**config.mk**
```make
export PLATFORM = sky130hd
export DESIGN_NAME = config_record_validator_flat
export DESIGN_NICKNAME = d
export VERILOG_FILES = /design/src/hdl/crv_pkg.sv /design/src/hdl/crv_in_if.sv /design/src/hdl/crv_out_if.sv /design/src/hdl/crv_cfg_if.sv /design/src/hdl/crv_cfg_regs.sv /design/src/hdl/config_record_validator.sv /design/src/flat_wrapper.sv
export SDC_FILE = /design/constraint.sdc
export NUM_CORES = 1
export LEC_CHECK = 0
export CAP_MARGIN = 5
export CORE_AREA = 4 4 95 187
export DETAILED_ROUTE_END_ITERATION = 6
export DIE_AREA = 0 0 99 191
export DONT_BUFFER_PORTS = 1
export PLACE_DENSITY = 0.71
export SYNTH_ARGS = -nofsm -noshare
export SYNTH_HDL_FRONTEND = slang
export SYNTH_SLANG_ARGS = --single-unit
```
**constraint.sdc**
```tcl
create_clock -name clk -period 4.7 [get_ports clk]
set_input_delay 0.94 -clock clk [delete_from_list [all_inputs] [get_ports clk]]
set_output_delay 0.94 -clock clk [all_outputs]
set_load 0.005 [all_outputs]
```
**src/hdl/crv_pkg.sv**
```systemverilog
package crv_pkg;

  localparam int ID_MAX_LEN = 32;
  localparam int CNT_W      = $clog2(ID_MAX_LEN + 1);
  localparam int CFG_AW     = 8;
  localparam int CFG_DW     = 32;

  localparam logic [31:0] MAGIC_RST   = 32'h4244_4944;
  localparam logic [15:0] VERSION_RST = 16'd1;

  typedef enum logic [1:0] {
    REQ_HDR  = 2'd0,
    REQ_BYTE = 2'd1,
    REQ_SUM  = 2'd2
  } req_type_t;

  typedef enum logic [2:0] {
    ST_OK      = 3'd0,
    ST_MAGIC   = 3'd1,
    ST_VERSION = 3'd2,
    ST_LENGTH  = 3'd3,
    ST_COUNT   = 3'd4,
    ST_SUM     = 3'd5,
    ST_CHAR    = 3'd6
  } status_t;

  localparam logic [CFG_AW-1:0] CFG_MAGIC   = CFG_AW'(0);
  localparam logic [CFG_AW-1:0] CFG_VERSION = CFG_AW'(1);

  typedef struct packed {
    logic [31:0] magic;
    logic [15:0] version;
  } cfg_t;

  // digits, letters, underscore, hyphen
  function automatic logic char_allowed(input logic [7:0] c);
    return (c >= 8'h30 && c <= 8'h39) || (c >= 8'h41 && c <= 8'h5A) ||
           (c >= 8'h61 && c <= 8'h7A) || c == 8'h5F || c == 8'h2D;
  endfunction

endpackage

```
**src/hdl/crv_in_if.sv**
```systemverilog
interface crv_in_if;
  logic        valid;
  logic        ready;
  logic [1:0]  req_type;
  logic [31:0] rec_magic;
  logic [15:0] rec_version;
  logic [15:0] id_length;
  logic [7:0]  id_byte;
  logic [31:0] stored_sum;

  modport source (
    output valid, req_type, rec_magic, rec_version, id_length, id_byte, stored_sum,
    input  ready
  );
  modport sink (
    input  valid, req_type, rec_magic, rec_version, id_length, id_byte, stored_sum,
    output ready
  );
endinterface

```
**src/hdl/crv_out_if.sv**
```systemverilog
interface crv_out_if;
  logic        valid;
  logic        ready;
  logic        record_ok;
  logic [2:0]  status;
  logic [31:0] computed_sum;

  modport source (output valid, record_ok, status, computed_sum, input ready);
  modport sink (input valid, record_ok, status, computed_sum, output ready);
endinterface

```
**src/hdl/crv_cfg_if.sv**
```systemverilog
interface crv_cfg_if;
  logic                        valid;
  logic                        ready;
  logic [crv_pkg::CFG_AW-1:0]  addr;
  logic [crv_pkg::CFG_DW-1:0]  data;

  modport source (output valid, addr, data, input ready);
  modport sink (input valid, addr, data, output ready);
endinterface

```
**src/hdl/crv_cfg_regs.sv**
```systemverilog
module crv_cfg_regs (
  input  logic          clk,
  input  logic          rst_n,
  crv_cfg_if.sink       cfg_wr,
  output crv_pkg::cfg_t cfg
);

  crv_pkg::cfg_t cfg_r;

  assign cfg_wr.ready = 1'b1;
  assign cfg          = cfg_r;

  always_ff @(posedge clk) begin
    if (!rst_n) begin
      cfg_r.magic   <= crv_pkg::MAGIC_RST;
      cfg_r.version <= crv_pkg::VERSION_RST;
    end else if (cfg_wr.valid) begin
      unique case (cfg_wr.addr)
        crv_pkg::CFG_MAGIC:   cfg_r.magic   <= cfg_wr.data[31:0];
        crv_pkg::CFG_VERSION: cfg_r.version <= cfg_wr.data[15:0];
        default: ;
      endcase
    end
  end

endmodule

```
**src/hdl/config_record_validator.sv**
```systemverilog
// A checksum request's result is registered and presented in the cycle after it is accepted.
// Throughput: 1 request per cycle while input ready is high; the hash update
// (shift, subtract, add) is combinational logic on the running state. Header
// and byte requests give no result. Input ready drops only while a result is
// held and the sink is not ready. Reset (synchronous, rst_n low): record state
// cleared, no result pending, registers return to magic 0x42444944 and version 1.
module config_record_validator (
  input  logic       clk,
  input  logic       rst_n,
  crv_in_if.sink     in_req,
  crv_out_if.source  out_res,
  crv_cfg_if.sink    cfg_wr
);

  localparam int CW = crv_pkg::CNT_W;

  crv_pkg::cfg_t cfg;

  crv_cfg_regs u_cfg (
    .clk    (clk),
    .rst_n  (rst_n),
    .cfg_wr (cfg_wr),
    .cfg    (cfg)
  );

  logic [31:0]   hash_r, hash_nxt;
  logic [CW-1:0] cnt_r, cnt_nxt;
  logic [15:0]   len_r, len_nxt;
  logic          magic_bad_r, magic_bad_nxt;
  logic          ver_bad_r, ver_bad_nxt;
  logic          char_bad_r, char_bad_nxt;
  logic          overrun_r, overrun_nxt;

  logic             out_valid_r, out_valid_nxt;
  logic             ok_r;
  crv_pkg::status_t status_r, status_calc;
  logic [31:0]      sum_r;

  logic in_acc;
  logic sum_acc;
  logic cnt_full;

  assign in_req.ready = !out_valid_r || out_res.ready;
  assign in_acc       = in_req.valid && in_req.ready;
  assign sum_acc      = in_acc && (in_req.req_type == crv_pkg::REQ_SUM);
  assign cnt_full     = cnt_r >= CW'(crv_pkg::ID_MAX_LEN);

  always_comb begin
    hash_nxt      = hash_r;
    cnt_nxt       = cnt_r;
    len_nxt       = len_r;
    magic_bad_nxt = magic_bad_r;
    ver_bad_nxt   = ver_bad_r;
    char_bad_nxt  = char_bad_r;
    overrun_nxt   = overrun_r;
    if (in_acc) begin
      unique case (in_req.req_type)
        crv_pkg::REQ_HDR: begin
          hash_nxt      = in_req.rec_magic ^ {16'd0, in_req.rec_version}
                          ^ {16'd0, in_req.id_length};
          cnt_nxt       = '0;
          len_nxt       = in_req.id_length;
          magic_bad_nxt = in_req.rec_magic != cfg.magic;
          ver_bad_nxt   = in_req.rec_version != cfg.version;
          char_bad_nxt  = 1'b0;
          overrun_nxt   = 1'b0;
        end
        crv_pkg::REQ_BYTE: begin
          if (cnt_full) begin
            overrun_nxt = 1'b1;
          end else begin
            hash_nxt = (hash_r << 5) - hash_r + {24'd0, in_req.id_byte};
            cnt_nxt  = cnt_r + CW'(1);
            if (16'(cnt_r) < len_r && !crv_pkg::char_allowed(in_req.id_byte)) begin
              char_bad_nxt = 1'b1;
            end
          end
        end
        crv_pkg::REQ_SUM: begin
          hash_nxt      = '0;
          cnt_nxt       = '0;
          len_nxt       = '0;
          magic_bad_nxt = 1'b0;
          ver_bad_nxt   = 1'b0;
          char_bad_nxt  = 1'b0;
          overrun_nxt   = 1'b0;
        end
        default: ;
      endcase
    end
  end

  always_comb begin
    priority if (magic_bad_r) begin
      status_calc = crv_pkg::ST_MAGIC;
    end else if (ver_bad_r) begin
      status_calc = crv_pkg::ST_VERSION;
    end else if (len_r == 16'd0 || len_r > 16'(crv_pkg::ID_MAX_LEN)) begin
      status_calc = crv_pkg::ST_LENGTH;
    end else if (overrun_r || cnt_r != CW'(crv_pkg::ID_MAX_LEN)) begin
      status_calc = crv_pkg::ST_COUNT;
    end else if (in_req.stored_sum != hash_r) begin
      status_calc = crv_pkg::ST_SUM;
    end else if (char_bad_r) begin
      status_calc = crv_pkg::ST_CHAR;
    end else begin
      status_calc = crv_pkg::ST_OK;
    end
  end

  always_comb begin
    out_valid_nxt = out_valid_r;
    if (sum_acc) begin
      out_valid_nxt = 1'b1;
    end else if (out_res.ready) begin
      out_valid_nxt = 1'b0;
    end
  end

  always_ff @(posedge clk) begin
    if (!rst_n) begin
      hash_r      <= '0;
      cnt_r       <= '0;
      len_r       <= '0;
      magic_bad_r <= 1'b0;
      ver_bad_r   <= 1'b0;
      char_bad_r  <= 1'b0;
      overrun_r   <= 1'b0;
      out_valid_r <= 1'b0;
    end else begin
      hash_r      <= hash_nxt;
      cnt_r       <= cnt_nxt;
      len_r       <= len_nxt;
      magic_bad_r <= magic_bad_nxt;
      ver_bad_r   <= ver_bad_nxt;
      char_bad_r  <= char_bad_nxt;
      overrun_r   <= overrun_nxt;
      out_valid_r <= out_valid_nxt;
    end
  end

  always_ff @(posedge clk) begin
    if (sum_acc) begin
      ok_r     <= status_calc == crv_pkg::ST_OK;
      status_r <= status_calc;
      sum_r    <= hash_r;
    end
  end

  assign out_res.valid        = out_valid_r;
  assign out_res.record_ok    = ok_r;
  assign out_res.status       = status_r;
  assign out_res.computed_sum = sum_r;

endmodule

```
**src/flat_wrapper.sv**
```systemverilog
// flat-port wrapper written by rule: the top's interface ports become plain ports
module config_record_validator_flat 
  (clk, rst_n, in_req_valid, in_req_req_type, in_req_rec_magic, in_req_rec_version, in_req_id_length, in_req_id_byte, in_req_stored_sum, in_req_ready, out_res_valid, out_res_record_ok, out_res_status, out_res_computed_sum, out_res_ready, cfg_wr_valid, cfg_wr_addr, cfg_wr_data, cfg_wr_ready);
  crv_in_if in_req_i ();
  crv_out_if out_res_i ();
  crv_cfg_if cfg_wr_i ();
  input  logic clk;
  input  logic rst_n;
  input wire logic [$bits(in_req_i.valid)-1:0] in_req_valid;
  input wire logic [$bits(in_req_i.req_type)-1:0] in_req_req_type;
  input wire logic [$bits(in_req_i.rec_magic)-1:0] in_req_rec_magic;
  input wire logic [$bits(in_req_i.rec_version)-1:0] in_req_rec_version;
  input wire logic [$bits(in_req_i.id_length)-1:0] in_req_id_length;
  input wire logic [$bits(in_req_i.id_byte)-1:0] in_req_id_byte;
  input wire logic [$bits(in_req_i.stored_sum)-1:0] in_req_stored_sum;
  output wire logic [$bits(in_req_i.ready)-1:0] in_req_ready;
  output wire logic [$bits(out_res_i.valid)-1:0] out_res_valid;
  output wire logic [$bits(out_res_i.record_ok)-1:0] out_res_record_ok;
  output wire logic [$bits(out_res_i.status)-1:0] out_res_status;
  output wire logic [$bits(out_res_i.computed_sum)-1:0] out_res_computed_sum;
  input wire logic [$bits(out_res_i.ready)-1:0] out_res_ready;
  input wire logic [$bits(cfg_wr_i.valid)-1:0] cfg_wr_valid;
  input wire logic [$bits(cfg_wr_i.addr)-1:0] cfg_wr_addr;
  input wire logic [$bits(cfg_wr_i.data)-1:0] cfg_wr_data;
  output wire logic [$bits(cfg_wr_i.ready)-1:0] cfg_wr_ready;
  assign in_req_i.valid = in_req_valid;
  assign in_req_i.req_type = in_req_req_type;
  assign in_req_i.rec_magic = in_req_rec_magic;
  assign in_req_i.rec_version = in_req_rec_version;
  assign in_req_i.id_length = in_req_id_length;
  assign in_req_i.id_byte = in_req_id_byte;
  assign in_req_i.stored_sum = in_req_stored_sum;
  assign in_req_ready = in_req_i.ready;
  assign out_res_valid = out_res_i.valid;
  assign out_res_record_ok = out_res_i.record_ok;
  assign out_res_status = out_res_i.status;
  assign out_res_computed_sum = out_res_i.computed_sum;
  assign out_res_i.ready = out_res_ready;
  assign cfg_wr_i.valid = cfg_wr_valid;
  assign cfg_wr_i.addr = cfg_wr_addr;
  assign cfg_wr_i.data = cfg_wr_data;
  assign cfg_wr_ready = cfg_wr_i.ready;
  config_record_validator u_core (.clk(clk), .rst_n(rst_n), .in_req(in_req_i), .out_res(out_res_i), .cfg_wr(cfg_wr_i));
endmodule
```
==> results.sh <==
export IMPL_dp_hpwl_um=23600
export IMPL_overflow=0
export IMPL_grt_usage_pct=31.5
export IMPL_rsz0062_at_grt="no"
export IMPL_post_route_drc_count=0
export IMPL_worst_hold_slack_ns=0.470
export IMPL_p_leak_nw=3.71
export IMPL_setup_tns_final_ns=0
export IMPL_p_sw_share_pct=35.0
export IMPL_yosys_area_top_type_share_pct=23.7
export IMPL_r2r_slack_ns=1.25
export IMPL_wl_um=29700
export IMPL_seq_area_frac_synth_pct=35.7
export IMPL_fp_dieArea_mm2=0.0189
export IMPL_viasPerCell=6.38
export IMPL_slew_viol_final=0
export IMPL_core_area_mm2=0.0163
export IMPL_fin_crit_ns=3.45
export IMPL_gp_congestion=0.980
export IMPL_r2r_cells=11
export IMPL_critPathKind="flop to flop"
export IMPL_layout_drive_gt1_share_pct=4.94
export IMPL_grt_pass1_wl_um=45000
export IMPL_syn_nets=1263
export IMPL_pwr_share_clk_pct=35.7
export IMPL_routedWlPerCell_um=24.0
export IMPL_syn2layout_area_growth_pct=8.10
export IMPL_synthFlopType="dfxtp_1"
export IMPL_comb_power_share_pct=28.0
export IMPL_fp_row_count=66
export IMPL_io_buffers=0
export IMPL_synth_area_mm2=0.00904
export IMPL_ir_drop_mv=0.277
export IMPL_drt_first_iter_violations=445
export IMPL_cts_made_buffers=17
export IMPL_worstMarginPinSlew_ns=1.24
export IMPL_finalSetupViolCount=0
export IMPL_startpoint="u_core.hash_r[2]"
export IMPL_power_frac_seq_pct=36.3
export IMPL_path_clk_slew_ns=0.07
export IMPL_hold_buffers=0
export IMPL_worstSkewPairLatency_ns=0.44
export IMPL_n_fill_cell=1460
export IMPL_die_h_um=191
export IMPL_critPathRequiredTime_ns=5.05
export IMPL_reg2reg_to="u_core.hash_r[30]"
export IMPL_yosys_warnings=0
export IMPL_synth_seq_cells=143
export IMPL_clock_path_buffers=2
export IMPL_drt_pass1_iterations=6
export IMPL_cts_setup_buffers=0
export IMPL_fin_skew_ns=0.00868
export IMPL_vias=7903
export IMPL_critPathMaxFanout=6
export IMPL_syn_avg_cell_area_um2=8.70
export IMPL_nets=1243
export IMPL_clkSinkCount=143
export IMPL_cp_start_kind="flop"
export IMPL_cts_root_buf="clkbuf_16"
export IMPL_intPower_w=0.00248
export IMPL_reg2reg_from="u_core.hash_r[2]"
export IMPL_cts_repair_resized=0
export IMPL_cellPowerDensity_mw_per_mm2=390
export IMPL_synth_edff_count=36
export IMPL_maxCapViolations=0
export IMPL_hold_violations=0
export IMPL_max_slew_margin_rel_pct=17.5
export IMPL_pin_count=190
export IMPL_crit_end="u_core.hash_r[30]"
export IMPL_power_switching_w=0.00133
export IMPL_cp_arrival_ns=3.79
export IMPL_end_kind="flop"
export IMPL_grt_max_degree=53
export IMPL_fin_crit_sh_pct=73.3
export IMPL_synthCells=1039
export IMPL_antenna_found_initial=2
export IMPL_hold_class="flop to flop"
export IMPL_ys_types=61
export IMPL_cts_htree_levels=4
export IMPL_multiInputGateArea_mm2=0.00543
export IMPL_ys_top_cells_by_area="dfxtp_1, edfxtp_1, xnor2_1"
export IMPL_die_w_um=99
export IMPL_cts_tree="done"
export IMPL_seq_area_mm2=0.00322
export IMPL_async_flop_share_pct=0
export IMPL_start_util_pct=55.6
export IMPL_ant_nets=0
export IMPL_grt_pass1_vias=8182
export IMPL_clock_fmax_ghz=0.290
export IMPL_yosysTopAreaCell="dfxtp_1"
export IMPL_run_status="finished clean"
[per-layer routing]
metal	GRT usage (%)	wire length, um	up-vias
li1	-	-	3682
met1	28.8	9420	3755
met2	57.4	15500	358
met3	8.58	2370	108
met4	24.4	2470	0
met5	0	0	-
[registers in the layout (all words and copies together), names as in the netlist]
signal	count
u_core.cnt_r	6
u_core.hash_r	32
u_core.char_bad_r	1
u_core.len_r	16
u_core.ver_bad_r	1
u_core.magic_bad_r	1
u_core.out_res.computed_sum	32
u_core.out_res.valid	1
u_core.u_cfg.cfg	48
u_core.out_res.status	3
u_core.out_res.record_ok	1
u_core.overrun_r	1
[critical path: stages, from the launching register on]
cell and delay [ns]:
dfxtp_1 0.46, inv_1 0.16, fa_1 0.52, inv_1 0.04, ha_1 0.30, o21ai_1 0.16
a2111oi_2 0.38, a22oi_1 0.20, a2111oi_1 0.55, nor4_1 0.09, o31a_1 0.29, a211oi_1 0.20
[power by group through the flow]
| stage | Combinational [W] | Sequential, W | Clock, W |
|---|---|---|---|
| 2_1_floorplan | 0.000807 | 0.00138 | 0 |
| 3_3_place_gp | 0.00103 | 0.00141 | 0 |
| 3_5_place_dp | 0.00104 | 0.00141 | 0 |
| 4_1_cts | 0.00105 | 0.00138 | 0.00137 |
| 5_1_grt | 0.00117 | 0.00139 | 0.00142 |
| 6_report | 0.00107 | 0.00138 | 0.00136 |
[final cells by class]
| class | instances | share of cell area (%) |
|---|---|---|
| multi-input combinational | 792 | 55.5 |
| timing repair buffer | 8 | 0.615 |
| tap | 204 | 2.61 |
| clock buffer | 18 | 4.61 |
| sequential | 143 | 33.0 |
| clock inverter | 14 | 1.41 |
| antenna | 2 | 0.0512 |
| inverter | 57 | 2.19 |
[placed cells by master (no fill, tap or decap), types with 7 or more instances in the layout]
master / instances
and3_1: 9
dfxtp_1: 107
a21oi_1: 93
ha_1: 69
inv_1: 56
or3_1: 7
a31oi_1: 7
a21o_1: 13
xor2_1: 19
nand3_1: 22
a221oi_1: 14
nand2_1: 108
nor3_1: 9
xnor2_1: 113
nand4_1: 30
buf_4: 8
o21ai_0: 40
o31ai_1: 8
clkbuf_16: 18
o21bai_1: 8
a211oi_1: 17
nor3b_1: 17
edfxtp_1: 36
nor2_1: 72
nor4_1: 12
o221ai_1: 7
o21ai_1: 7
mux2i_1: 19
[cell families after synthesis]
| group | synth area share, % |
|---|---|
| DFF | 35.7 |
| xor gates and xnor gates | 12.8 |
| and+or+nand+nor | 16.8 |
| other | 0.0415 |
| AOI/OAI and AO/OA | 17.6 |
| adders and majority gates | 10.4 |
| muxes | 2.23 |
| buffers and inverters | 4.39 |
[synth_stat cells (all sizes together) (6+ instances only)]
master	n
a21o	13
dfxtp	107
xnor2	113
a221oi	14
mux2i	19
o21a	6
o31ai	8
nand2	108
o21bai	8
nand4	30
nand3	22
o21ai	48
clkbuf	43
nand2b	6
and3	10
a31oi	7
a21oi	94
nor3	9
nor3b	17
inv	57
or3	7
a211oi	17
nor2	73
xor2	19
edfxtp	36
ha	69
nor4	12
o221ai	7
[stage by stage]
| stage | power, W | setup slack, ns | utilization [%] | cells | instance area (um2) |
|---|---|---|---|---|---|
| floorplan | 0.00218 | 1.11 | - | 1039 | 9040 |
| finish | 0.00381 | 1.25 | 60.1 | 1238 | 9770 |
| global route | 0.00398 | 0.989 | 60.1 | 1238 | 9770 |
| detailed placement | 0.00245 | 0.825 | 56.4 | 1204 | 9180 |
| CTS | 0.00380 | 1.28 | 60.0 | 1236 | 9770 |
| global placement | 0.00244 | 0.900 | 56.4 | 1204 | 9180 |
[worst min-delay path by stage]
stage | end | start | cells after the start
floorplan | u_core.overrun_r | u_core.overrun_r | 2
finish | u_core.u_cfg.cfg[42] | u_core.u_cfg.cfg[42] | 2
CTS | u_core.u_cfg.cfg[37] | u_core.u_cfg.cfg[37] | 2
global placement | u_core.u_cfg.cfg[47] | u_core.u_cfg.cfg[47] | 2
global route | u_core.u_cfg.cfg[36] | u_core.u_cfg.cfg[36] | 2
detailed placement | u_core.u_cfg.cfg[47] | u_core.u_cfg.cfg[47] | 2
(Power assumes the default switching activity.)
